$ cat src/rpr_pkg.sv
package rpr_pkg;

   localparam logic [1:0] KIND_DATA     = 2'd0;
   localparam logic [1:0] KIND_PROBE    = 2'd1;
   localparam logic [1:0] KIND_FEEDBACK = 2'd2;

   localparam logic [1:0] PORT_CW  = 2'd0;
   localparam logic [1:0] PORT_CCW = 2'd1;
   localparam logic [1:0] PORT_APP = 2'd2;

   localparam int unsigned CSR_INDEX_W = 2;
   localparam int unsigned CSR_DATA_W  = 8;

   localparam logic [CSR_INDEX_W-1:0] CSR_NODE_ADDRESS   = 2'd0;
   localparam logic [CSR_INDEX_W-1:0] CSR_PROBE_INTERVAL = 2'd1;

   localparam logic [3:0] NODE_ADDRESS_RESET   = 4'd0;
   localparam logic [7:0] PROBE_INTERVAL_RESET = 8'd20;
   localparam logic [7:0] SENT_COUNT_MAX       = 8'hFF;

   typedef struct packed {
      logic [1:0]  kind;
      logic [3:0]  destination;
      logic [3:0]  source;
      logic        arrival_gate;
      logic [15:0] byte_length;
   } req_item_type;

   typedef struct packed {
      logic [1:0]  out_port;
      logic [1:0]  out_kind;
      logic [3:0]  out_source;
      logic [3:0]  out_destination;
      logic [15:0] out_length;
      logic        last;
   } rsp_item_type;

   typedef struct packed {
      logic [3:0] node_address;
      logic [7:0] probe_interval;
   } rpr_cfg_type;

   typedef struct packed {
      logic       preferred_direction;
      logic       probe_due;
      logic [7:0] sent_count;
   } rpr_state_type;

   typedef struct packed {
      rpr_state_type next_state;
      logic          seen_write;
      logic          seen_value;
   } rpr_update_type;

endpackage

$ cat src/rpr_req_if.sv
interface rpr_req_if;
   import rpr_pkg::*;

   logic         valid;
   logic         ready;
   req_item_type payload;

   modport source (output valid, output payload, input ready);
   modport sink (input valid, input payload, output ready);
endinterface

$ cat src/rpr_rsp_if.sv
interface rpr_rsp_if;
   import rpr_pkg::*;

   logic         valid;
   logic         ready;
   rsp_item_type payload;

   modport source (output valid, output payload, input ready);
   modport sink (input valid, input payload, output ready);
endinterface

$ cat src/rpr_csr_if.sv
interface rpr_csr_if;
   import rpr_pkg::*;

   logic                   valid;
   logic                   ready;
   logic [CSR_INDEX_W-1:0] index;
   logic [CSR_DATA_W-1:0]  data;

   modport source (output valid, output index, output data, input ready);
   modport sink (input valid, input index, input data, output ready);
endinterface

$ cat src/rpr_route.sv
module rpr_route (
   input  rpr_pkg::req_item_type   item,
   input  rpr_pkg::rpr_cfg_type    cfg,
   input  rpr_pkg::rpr_state_type  state,
   input  logic                    seen_bit,
   input  logic [1:0]              phase,
   output logic [1:0]              count,
   output rpr_pkg::rsp_item_type   result,
   output rpr_pkg::rpr_update_type update
);
   import rpr_pkg::*;

   logic [1:0]   other_port;
   logic [1:0]   gate_port;
   logic [7:0]   base_count;
   logic [7:0]   next_count;
   rsp_item_type pass_item;
   rsp_item_type probe_item;

   assign other_port = {1'b0, ~item.arrival_gate};
   assign gate_port  = {1'b0, item.arrival_gate};

   always_comb begin
      pass_item.out_port        = other_port;
      pass_item.out_kind        = item.kind;
      pass_item.out_source      = item.source;
      pass_item.out_destination = item.destination;
      pass_item.out_length      = item.byte_length;
      pass_item.last            = 1'b1;

      probe_item.out_port        = PORT_CW;
      probe_item.out_kind        = KIND_PROBE;
      probe_item.out_source      = cfg.node_address;
      probe_item.out_destination = item.destination;
      probe_item.out_length      = item.byte_length;
      probe_item.last            = 1'b0;

      // Probes restart the count, so the counter then reads one after this request.
      base_count = state.probe_due ? 8'd0 : state.sent_count;
      next_count = (base_count == SENT_COUNT_MAX) ? base_count : base_count + 8'd1;

      count             = 2'd0;
      result            = pass_item;
      update.next_state = state;
      update.seen_write = 1'b0;
      update.seen_value = 1'b0;

      if (item.kind == KIND_PROBE || item.kind == KIND_FEEDBACK) begin
         if (item.destination != cfg.node_address) begin
            count = 2'd1;
         end else if (item.kind == KIND_FEEDBACK) begin
            update.next_state.preferred_direction = item.arrival_gate;
         end else begin
            update.seen_write = 1'b1;
            update.seen_value = ~seen_bit;
            if (!seen_bit) begin
               update.next_state.preferred_direction = ~item.arrival_gate;
               count                  = 2'd1;
               result.out_port        = gate_port;
               result.out_kind        = KIND_FEEDBACK;
               result.out_source      = item.destination;
               result.out_destination = item.source;
            end
         end
      end else if (item.destination == cfg.node_address) begin
         count           = 2'd1;
         result.out_port = PORT_APP;
      end else if (item.source == cfg.node_address) begin
         update.next_state.sent_count = next_count;
         update.next_state.probe_due  = (next_count > cfg.probe_interval);
         count           = state.probe_due ? 2'd3 : 2'd1;
         result.out_port = {1'b0, state.preferred_direction};
         // With probes due, the two probes lead and the data request follows.
         if (state.probe_due) begin
            case (phase)
               2'd0: begin
                  result = probe_item;
               end
               2'd1: begin
                  result          = probe_item;
                  result.out_port = PORT_CCW;
               end
               default: begin
                  result.out_port = {1'b0, state.preferred_direction};
               end
            endcase
         end
      end else begin
         count = 2'd1;
      end
   end

endmodule

$ cat src/rpr_out_stage.sv
module rpr_out_stage (
   input  logic                  clock,
   input  logic                  reset,
   input  logic                  push_valid,
   output logic                  push_ready,
   input  rpr_pkg::rsp_item_type push_item,
   rpr_rsp_if.source             rsp_bus
);
   import rpr_pkg::*;

   logic         valid_ff;
   logic         valid_in;
   rsp_item_type item_ff;
   rsp_item_type item_in;

   assign push_ready = !valid_ff || rsp_bus.ready;

   always_comb begin
      valid_in = valid_ff;
      item_in  = item_ff;
      if (push_ready) begin
         valid_in = push_valid;
         if (push_valid) begin
            item_in = push_item;
         end
      end
   end

   always_ff @(posedge clock) begin
      if (reset) begin
         valid_ff <= 1'b0;
      end else begin
         valid_ff <= valid_in;
      end
      item_ff <= item_in;
   end

   assign rsp_bus.valid   = valid_ff;
   assign rsp_bus.payload = item_ff;

endmodule

$ cat src/ring_probe_router.sv
// Channel  Direction  Handshake      Payload
// req_bus  in         valid/ready    kind, destination, source, arrival_gate, byte_length
// rsp_bus  out        valid/ready    out_port, out_kind, out_source, out_destination,
//                                    out_length, last
// csr_bus  in         valid/ready    index, data (ready is always high)
//
// A request giving zero or one response retires with its response, if any, so one request a cycle
// is sustained while responses are not stalled. A data request that triggers probes gives three
// responses, sent one a cycle by the response register while rsp_bus.ready is high. Synchronous
// reset restores the control state, including the seen bits, but not the item registers. A stalled
// response register holds the request in the input register; req_bus.ready is low until it drains.
module ring_probe_router #(
   parameter int unsigned RING_NODES = 16
) (
   input logic     clock,
   input logic     reset,
   rpr_req_if.sink req_bus,
   rpr_rsp_if.source rsp_bus,
   rpr_csr_if.sink csr_bus
);
   import rpr_pkg::*;

   localparam int unsigned IDX_W = (RING_NODES > 1) ? $clog2(RING_NODES) : 1;

   logic           in_valid_ff;
   logic           in_valid_in;
   req_item_type   item_ff;
   req_item_type   item_in;
   logic [1:0]     phase_ff;
   logic [1:0]     phase_in;
   rpr_state_type  state_ff;
   rpr_state_type  state_in;
   rpr_cfg_type    cfg_ff;
   rpr_cfg_type    cfg_in;
   logic [RING_NODES-1:0] seen_ff;
   logic [RING_NODES-1:0] seen_in;

   logic [IDX_W-1:0] seen_slot [16];
   logic [IDX_W-1:0] seen_idx;
   logic [1:0]       route_count;
   rsp_item_type     push_item;
   rpr_update_type   route_update;
   logic             out_ready;
   logic             push;
   logic             last_slot;
   logic             consume;
   logic             probe_fire;

   // Every 4-bit source is folded onto the ring size through a small constant table.
   for (genvar g = 0; g < 16; g++) begin : g_seen_slot
      assign seen_slot[g] = IDX_W'(g % RING_NODES);
   end

   assign seen_idx = seen_slot[item_ff.source];

   rpr_route u_route (
      .item     (item_ff),
      .cfg      (cfg_ff),
      .state    (state_ff),
      .seen_bit (seen_ff[seen_idx]),
      .phase    (phase_ff),
      .count    (route_count),
      .result   (push_item),
      .update   (route_update)
   );

   rpr_out_stage u_out_stage (
      .clock      (clock),
      .reset      (reset),
      .push_valid (push),
      .push_ready (out_ready),
      .push_item  (push_item),
      .rsp_bus    (rsp_bus)
   );

   assign last_slot  = (phase_ff == route_count - 2'd1);
   assign push       = in_valid_ff && (route_count != 2'd0) && out_ready;
   assign consume    = in_valid_ff && ((route_count == 2'd0) || (push && last_slot));
   assign probe_fire = (route_count == 2'd3);

   assign req_bus.ready = !in_valid_ff || consume;
   assign csr_bus.ready = 1'b1;

   always_comb begin
      in_valid_in = in_valid_ff;
      item_in     = item_ff;
      phase_in    = phase_ff;
      state_in    = state_ff;
      seen_in     = seen_ff;
      cfg_in      = cfg_ff;

      if (push) begin
         phase_in = last_slot ? 2'd0 : phase_ff + 2'd1;
      end
      if (consume) begin
         in_valid_in = 1'b0;
         state_in    = route_update.next_state;
         if (route_update.seen_write) begin
            seen_in[seen_idx] = route_update.seen_value;
         end
      end
      if (req_bus.valid && req_bus.ready) begin
         in_valid_in = 1'b1;
         item_in     = req_bus.payload;
      end

      if (csr_bus.valid && csr_bus.ready) begin
         unique case (csr_bus.index)
            CSR_NODE_ADDRESS:   cfg_in.node_address   = csr_bus.data[3:0];
            CSR_PROBE_INTERVAL: cfg_in.probe_interval = csr_bus.data;
            default: ;
         endcase
      end
   end

   always_ff @(posedge clock) begin
      if (reset) begin
         in_valid_ff                  <= 1'b0;
         phase_ff                     <= 2'd0;
         state_ff.preferred_direction <= 1'b0;
         state_ff.probe_due           <= 1'b1;
         state_ff.sent_count          <= 8'd0;
         seen_ff                      <= '0;
         cfg_ff.node_address          <= NODE_ADDRESS_RESET;
         cfg_ff.probe_interval        <= PROBE_INTERVAL_RESET;
      end else begin
         in_valid_ff <= in_valid_in;
         phase_ff    <= phase_in;
         state_ff    <= state_in;
         seen_ff     <= seen_in;
         cfg_ff      <= cfg_in;
      end
      item_ff <= item_in;
   end

`ifndef SYNTHESIS
   a_phase_in_range: assert property (@(posedge clock) disable iff (reset)
      in_valid_ff && phase_ff != 2'd0 |-> phase_ff < route_count)
      else $error("response slot beyond the responses of the held request");

   a_consume_on_last: assert property (@(posedge clock) disable iff (reset)
      consume && route_count != 2'd0 |-> push && push_item.last)
      else $error("request retired before its last response was sent");

   a_not_last_keeps: assert property (@(posedge clock) disable iff (reset)
      push && !push_item.last |=> in_valid_ff && phase_ff == $past(phase_ff) + 2'd1)
      else $error("request lost between its responses");

   a_probe_restarts: assert property (@(posedge clock) disable iff (reset)
      consume && probe_fire |=> state_ff.sent_count == 8'd1)
      else $error("sent count not restarted after probing");
`endif

endmodule
$ cat src/flat_wrapper.sv
// flat-port wrapper written by rule: the top's interface ports become plain ports
module ring_probe_router_flat import rpr_pkg::*;
#(
   parameter int unsigned RING_NODES = 16
)
  (clock, reset, req_bus_valid, req_bus_payload, req_bus_ready, rsp_bus_valid, rsp_bus_payload, rsp_bus_ready, csr_bus_valid, csr_bus_index, csr_bus_data, csr_bus_ready);
  rpr_req_if req_bus_i ();
  rpr_rsp_if rsp_bus_i ();
  rpr_csr_if csr_bus_i ();
  input logic clock;
  input logic reset;
  input wire logic [$bits(req_bus_i.valid)-1:0] req_bus_valid;
  input wire logic [$bits(req_bus_i.payload)-1:0] req_bus_payload;
  output wire logic [$bits(req_bus_i.ready)-1:0] req_bus_ready;
  output wire logic [$bits(rsp_bus_i.valid)-1:0] rsp_bus_valid;
  output wire logic [$bits(rsp_bus_i.payload)-1:0] rsp_bus_payload;
  input wire logic [$bits(rsp_bus_i.ready)-1:0] rsp_bus_ready;
  input wire logic [$bits(csr_bus_i.valid)-1:0] csr_bus_valid;
  input wire logic [$bits(csr_bus_i.index)-1:0] csr_bus_index;
  input wire logic [$bits(csr_bus_i.data)-1:0] csr_bus_data;
  output wire logic [$bits(csr_bus_i.ready)-1:0] csr_bus_ready;
  assign req_bus_i.valid = req_bus_valid;
  assign req_bus_i.payload = req_bus_payload;
  assign req_bus_ready = req_bus_i.ready;
  assign rsp_bus_valid = rsp_bus_i.valid;
  assign rsp_bus_payload = rsp_bus_i.payload;
  assign rsp_bus_i.ready = rsp_bus_ready;
  assign csr_bus_i.valid = csr_bus_valid;
  assign csr_bus_i.index = csr_bus_index;
  assign csr_bus_i.data = csr_bus_data;
  assign csr_bus_ready = csr_bus_i.ready;
  ring_probe_router #(.RING_NODES(RING_NODES)) u_core (.clock(clock), .reset(reset), .req_bus(req_bus_i), .rsp_bus(rsp_bus_i), .csr_bus(csr_bus_i));
endmodule
$ cat config.mk
export PLATFORM = sky130hd
export DESIGN_NAME = ring_probe_router_flat
export DESIGN_NICKNAME = d
export VERILOG_FILES = /design/src/rpr_pkg.sv /design/src/rpr_req_if.sv /design/src/rpr_rsp_if.sv /design/src/rpr_csr_if.sv /design/src/rpr_route.sv /design/src/rpr_out_stage.sv /design/src/ring_probe_router.sv /design/src/flat_wrapper.sv
export SDC_FILE = /design/constraint.sdc
export NUM_CORES = 1
export LEC_CHECK = 0
export ABC_AREA = 1
export BUFFER_PORTS_ARGS = -buffer_cell sky130_fd_sc_hd__buf_2
export CORE_AREA = 2 2 109 111
export CTS_CLUSTER_DIAMETER = 200
export DETAILED_ROUTE_END_ITERATION = 7
export DIE_AREA = 0 0 111 113
export GPL_TIMING_DRIVEN = 0
export HOLD_SLACK_MARGIN = 0.03
export PLACE_DENSITY = 0.64
export SLEW_MARGIN = 10
export SYNTH_ARGS = -nofsm -noshare
export SYNTH_HDL_FRONTEND = slang
export SYNTH_HIERARCHICAL = 1
export SYNTH_SLANG_ARGS = --single-unit
$ cat constraint.sdc
create_clock -name clock -period 4.95 [get_ports clock]
set_input_delay 0.2475 -clock clock [delete_from_list [all_inputs] [get_ports clock]]
set_output_delay 0.2475 -clock clock [all_outputs]
set_load 0.05 [all_outputs]
==> impl_summary.txt <==
----------------------------------------------------
[Run status]
  Result of the run ... finished, final reports clean

[Yosys]
  Yosys synthesis warning count ... 6
  Mux share of post-synthesis cell area ... 0%
  Main combinational cell family by area after synthesis ... simple AND/OR/NAND/NOR gates
  Fraction of synthesized cell area in xor and xnor cells ... 1.41%
  Number of enable flip-flop cells after synthesis ... between 50 and 60
  Post-synthesis async set-or-reset flop share ... 0%
  Flip-flop cell with the highest count after synthesis ... edfxtp_1
  Sequential cell area fraction in the yosys report ... 50.7%
  Post-synthesis instance total ... between 600 and 700
  Count of distinct cell types in the synthesized netlist ... 38
  Synth Cell Area ... 4970 sq um
  FF+latch count, synth ... 98
  Synth Net Count ... ~670
  Post-Synth Adder-Cell Area ... 2.77%
  Average instance area after synthesis ... 8.01 sq um
  Simple-gate share of the synthesized area ... 27.7%
  Synthesized-area fraction occupied by ao, oa, aoi and oai cells ... 7.07%

[Run]
  Maximum capacitance violations ... 0

[Clocking]
  H-tree level count ... 3
  CTS Hold Buffers Added ... 0
  Clock Latency Late Sink ... ~0.34 ns
  Number of gates given a new drive strength after cts ... 0
  Clock slew at reported path FFs ... 0.06 ns
  Number of clock sinks ... 98
  Clock tree buffer depth ... 2
  TritonCTS clock tree ... built
  Post CTS Setup Buffer Count ... 0
  Cell chosen for the clock root ... clkbuf_16
  Number of buffers created by CTS ... 9

[Global route]
  Grt ovf ... 0
  Initial antenna violation count ... 0
  First-pass GRT wire length ... 17.6 mm
  Vias in the first global route ... 3772
  Maximum number of pins on one net before global-route repair ... 28
  Global router's overall resource usage ... between 15 and 20%

[Floorplanning]
  Starting density of the core ... 44.1%
  Standard-cell row count ... 39
  I/O pin count ... 74
  Full die area ... roughly 13000 sq um
  Width of the chip ... 111 um
  Die span in y ... about 110 um
  Core region area ... 11300 sq um

[Critical path]
  Type of element launching the critical path ... register
  Stage delay of the slowest cell on the critical path ... 0.57 ns
  Library cell contributing the largest single delay on the critical path ... edfxtp_1
  Start point of the critical path ... u_core/item_ff[17]$_DFFE_PP_
  Worst reg2reg path endpoint ... u_core/item_ff[23]$_DFFE_PP_
  Number of cells on the worst reg-to-reg path ... 18
  Critical Path RT ... 4.70 ns
  Worst-case register-to-register setup slack ... 1.11 ns
  Termination of the worst setup path ... req_bus_ready
  Critical R2R Launch ... u_core/item_ff[17]$_DFFE_PP_
  Data arrival time of the worst path ... 3.80 ns
  Startpoint-to-endpoint class of the critical path ... register to output pin
  Nature of the critical path endpoint ... output pin
  Biggest fanout along the worst timing path ... 10
  Chain of cells forming the critical path ... inv_1 -> nand2_1 -> o22ai_1 -> o21bai_1 -> nand4_1 -> buf_2 -> o21ai_0 -> inv_1 -> ha_1 -> inv_1 -> nand2_1 -> nand2_1 -> nand3_2 -> nand2_4 -> buf_6 -> inv_1 -> nand2_1 -> buf_2

[Final layout]
  Multi-input logic area ... 1960 sq um
  Most common library cell in the layout ignoring fill and taps ... nand2_1
  Area taken by flip-flops and latches ... about 2500 sq um
  Number of nets in the layout ... about 760
  FILL cells ... 1088
  Antenna cell count ... 0
  Top library cells by usage in the layout, fill and taps aside ... nand2_1, nor2_1, buf_2, inv_1, edfxtp_1
  Layout overhead on the synthesized area ... 17.6%
  Non-filler cells in the finished layout ... around 850
  Share of final-layout standard cells stronger than drive strength 1 ... approximately a fifth

[Routing]
  Antenna Nets Post-Route ... 0
  Detailed-route DRC error count ... 0
  Wirelength per Cell ... roughly 12 um
  DRT Pass-1 Iters ... 4
  Routed vias/inst ... 4.84
  Wire length reported by the detailed router ... between 10 and 15 mm
  First DRT Iteration DRCs ... 240
  Total via count after detailed routing ... 4135

[Placed design]
  Placer's final routability congestion estimate ... 0.891
  Number of placed instances, taps included ... between 800 and 900
  Pre-CTS setup slack ... around 1.1 ns
  PortBufs ... slightly above 70
  Placed wire-length estimate after detailed placement ... roughly 7.7 mm

[Power]
  Static power due to leakage ... 0.00280 uW
  Final total power ... 1850 uW
  Ratio of total power to cell area ... about 320 nW/um^2
  VDD IR max ... 0.236 mV

[STA]
  Count of final max-slew check failures ... 0
  Setup repair after global routing missed its margin ... false
  Highest achievable clock rate ... 0.247 GHz
  Worst slew margin ... 64.0%
  Total setup violations reported at the end of the flow ... 0
  Worst clock skew ... 0.00455 ns
  Hold violation total from the final report ... 0
  Worst-margin pin slew ... ~0.54 ns
  Final critical delay including setup and external delays ... 4.05 ns
  Final clock period utilization by the worst path ... 81.7%
  Final Worst Setup Slack ... 0.905 ns

[Hold path]
  Class of the worst hold path ... input pin to register

----------------------------------------------------
## synth_stat cells, types with 2 or more instances
library cell	number	area share, %
nand2_1	175	13
nor2_1	105	7.9
inv_1	74	5.6
edfxtp_1	56	34
dfxtp_1	42	17
o21ai_0	35	3.5
nand4_1	20	2.5
buf_4	17	2.6
ha_1	11	2.8
nand3_1	10	1.0
o22ai_1	8	1.0
a21oi_1	7	0.70
clkbuf_1	7	0.53
nor2_2	5	0.63
xor2_1	5	0.88
buf_2	4	0.40
nand2_2	4	0.50
o21ai_1	4	0.40
o21bai_1	4	0.60
buf_6	3	0.68
inv_2	3	0.23
nand3_2	3	0.60
xnor2_1	3	0.53
nor3_1	2	0.20
## worst min path at each step
stage / startpoint / endpoint / slack, ns / cells past startpoint
final: req_bus_payload[21] / u_core/item_ff[21]$_DFFE_PP_ / 0.08 / 1
after global routing: req_bus_payload[16] / u_core/item_ff[16]$_DFFE_PP_ / 0.06 / 1
after CTS: req_bus_payload[26] / u_core/item_ff[26]$_DFFE_PP_ / 0.06 / 1
after detailed placement: req_bus_payload[10] / u_core/item_ff[10]$_DFFE_PP_ / 0.43 / 1
after global placement: req_bus_payload[21] / u_core/item_ff[21]$_DFFE_PP_ / 0.42 / 1
after floorplan: reset / u_core/u_out_stage/rsp_bus.valid$_SDFFE_PP0P_ / 0.31 / 1
## final cells by class
cell class | count | area share (%)
Buffer | 33 | 3.70
Clock buffer | 11 | 4.15
Clock inverter | 5 | 0.492
Inverter | 78 | 5.01
Multi-Input combinational cell | 412 | 33.6
Sequential cell | 98 | 43.1
Tap cell | 143 | 3.06
Timing Repair Buffer | 74 | 6.85
## where the power goes
part / switching (uW) / internal, uW / total, uW
registers: 27.1 / 914 / 941
clock network: 288 / 352 / 639
logic: 186 / 84.7 / 271
total: 501 / 1350 / 1850
## state kept, by name, indices dropped and copies added (netlist names)
signal and count:
u_core/state_ff 10, u_core/u_out_stage/rsp_bus.valid 1, u_core/u_out_stage/rsp_bus.payload 29, u_core/seen_ff 16, u_core/item_ff 27, u_core/cfg_ff 12
u_core/phase_ff 2, u_core/in_valid_ff 1
## cell families (layout without fill, tap and decap cells)
kind of cell               after synthesis  in the layout
and+or+nand+nor                        330            330
buffers and inverters                  111            201
DFF                                     98             98
AOI/OAI and AO/OA                       62             62
adders and majority gates               11             11
xor gates and xnor gates                 8              8
other                                    1              1
## through the flow
stage               hold WS (ns)  setup TNS, ns  utilization, %  area (sq um)
floorplan                  0.310              0               -          4970
global placement           0.424         -21.42            48.9          5510
detailed placement         0.426              0            49.5          5580
CTS                       0.0639              0            51.9          5850
global route              0.0632              0            51.9          5850
finish                    0.0783              0            51.9          5850
## worst max-delay path, delay by kind of cell (launching register included)
family                   cells  cell delay, ns
adder cells (fa/ha/maj)      1            0.31
flip-flops                   1            0.57
AO/OA/AOI/OAI                3            0.66
AND/OR/NAND/NOR              7            0.90
buffers and inverters        7            1.01
## per-layer routing
layer / part of all wire (%) / track usage (%)
met3: 5.1 / 3.37
met2: 46 / 29.0
met5: 0 / 0
met1: 47 / 22.3
met4: 1.8 / 7.33
No activity file was read; power rests on OpenSTA's default activity.
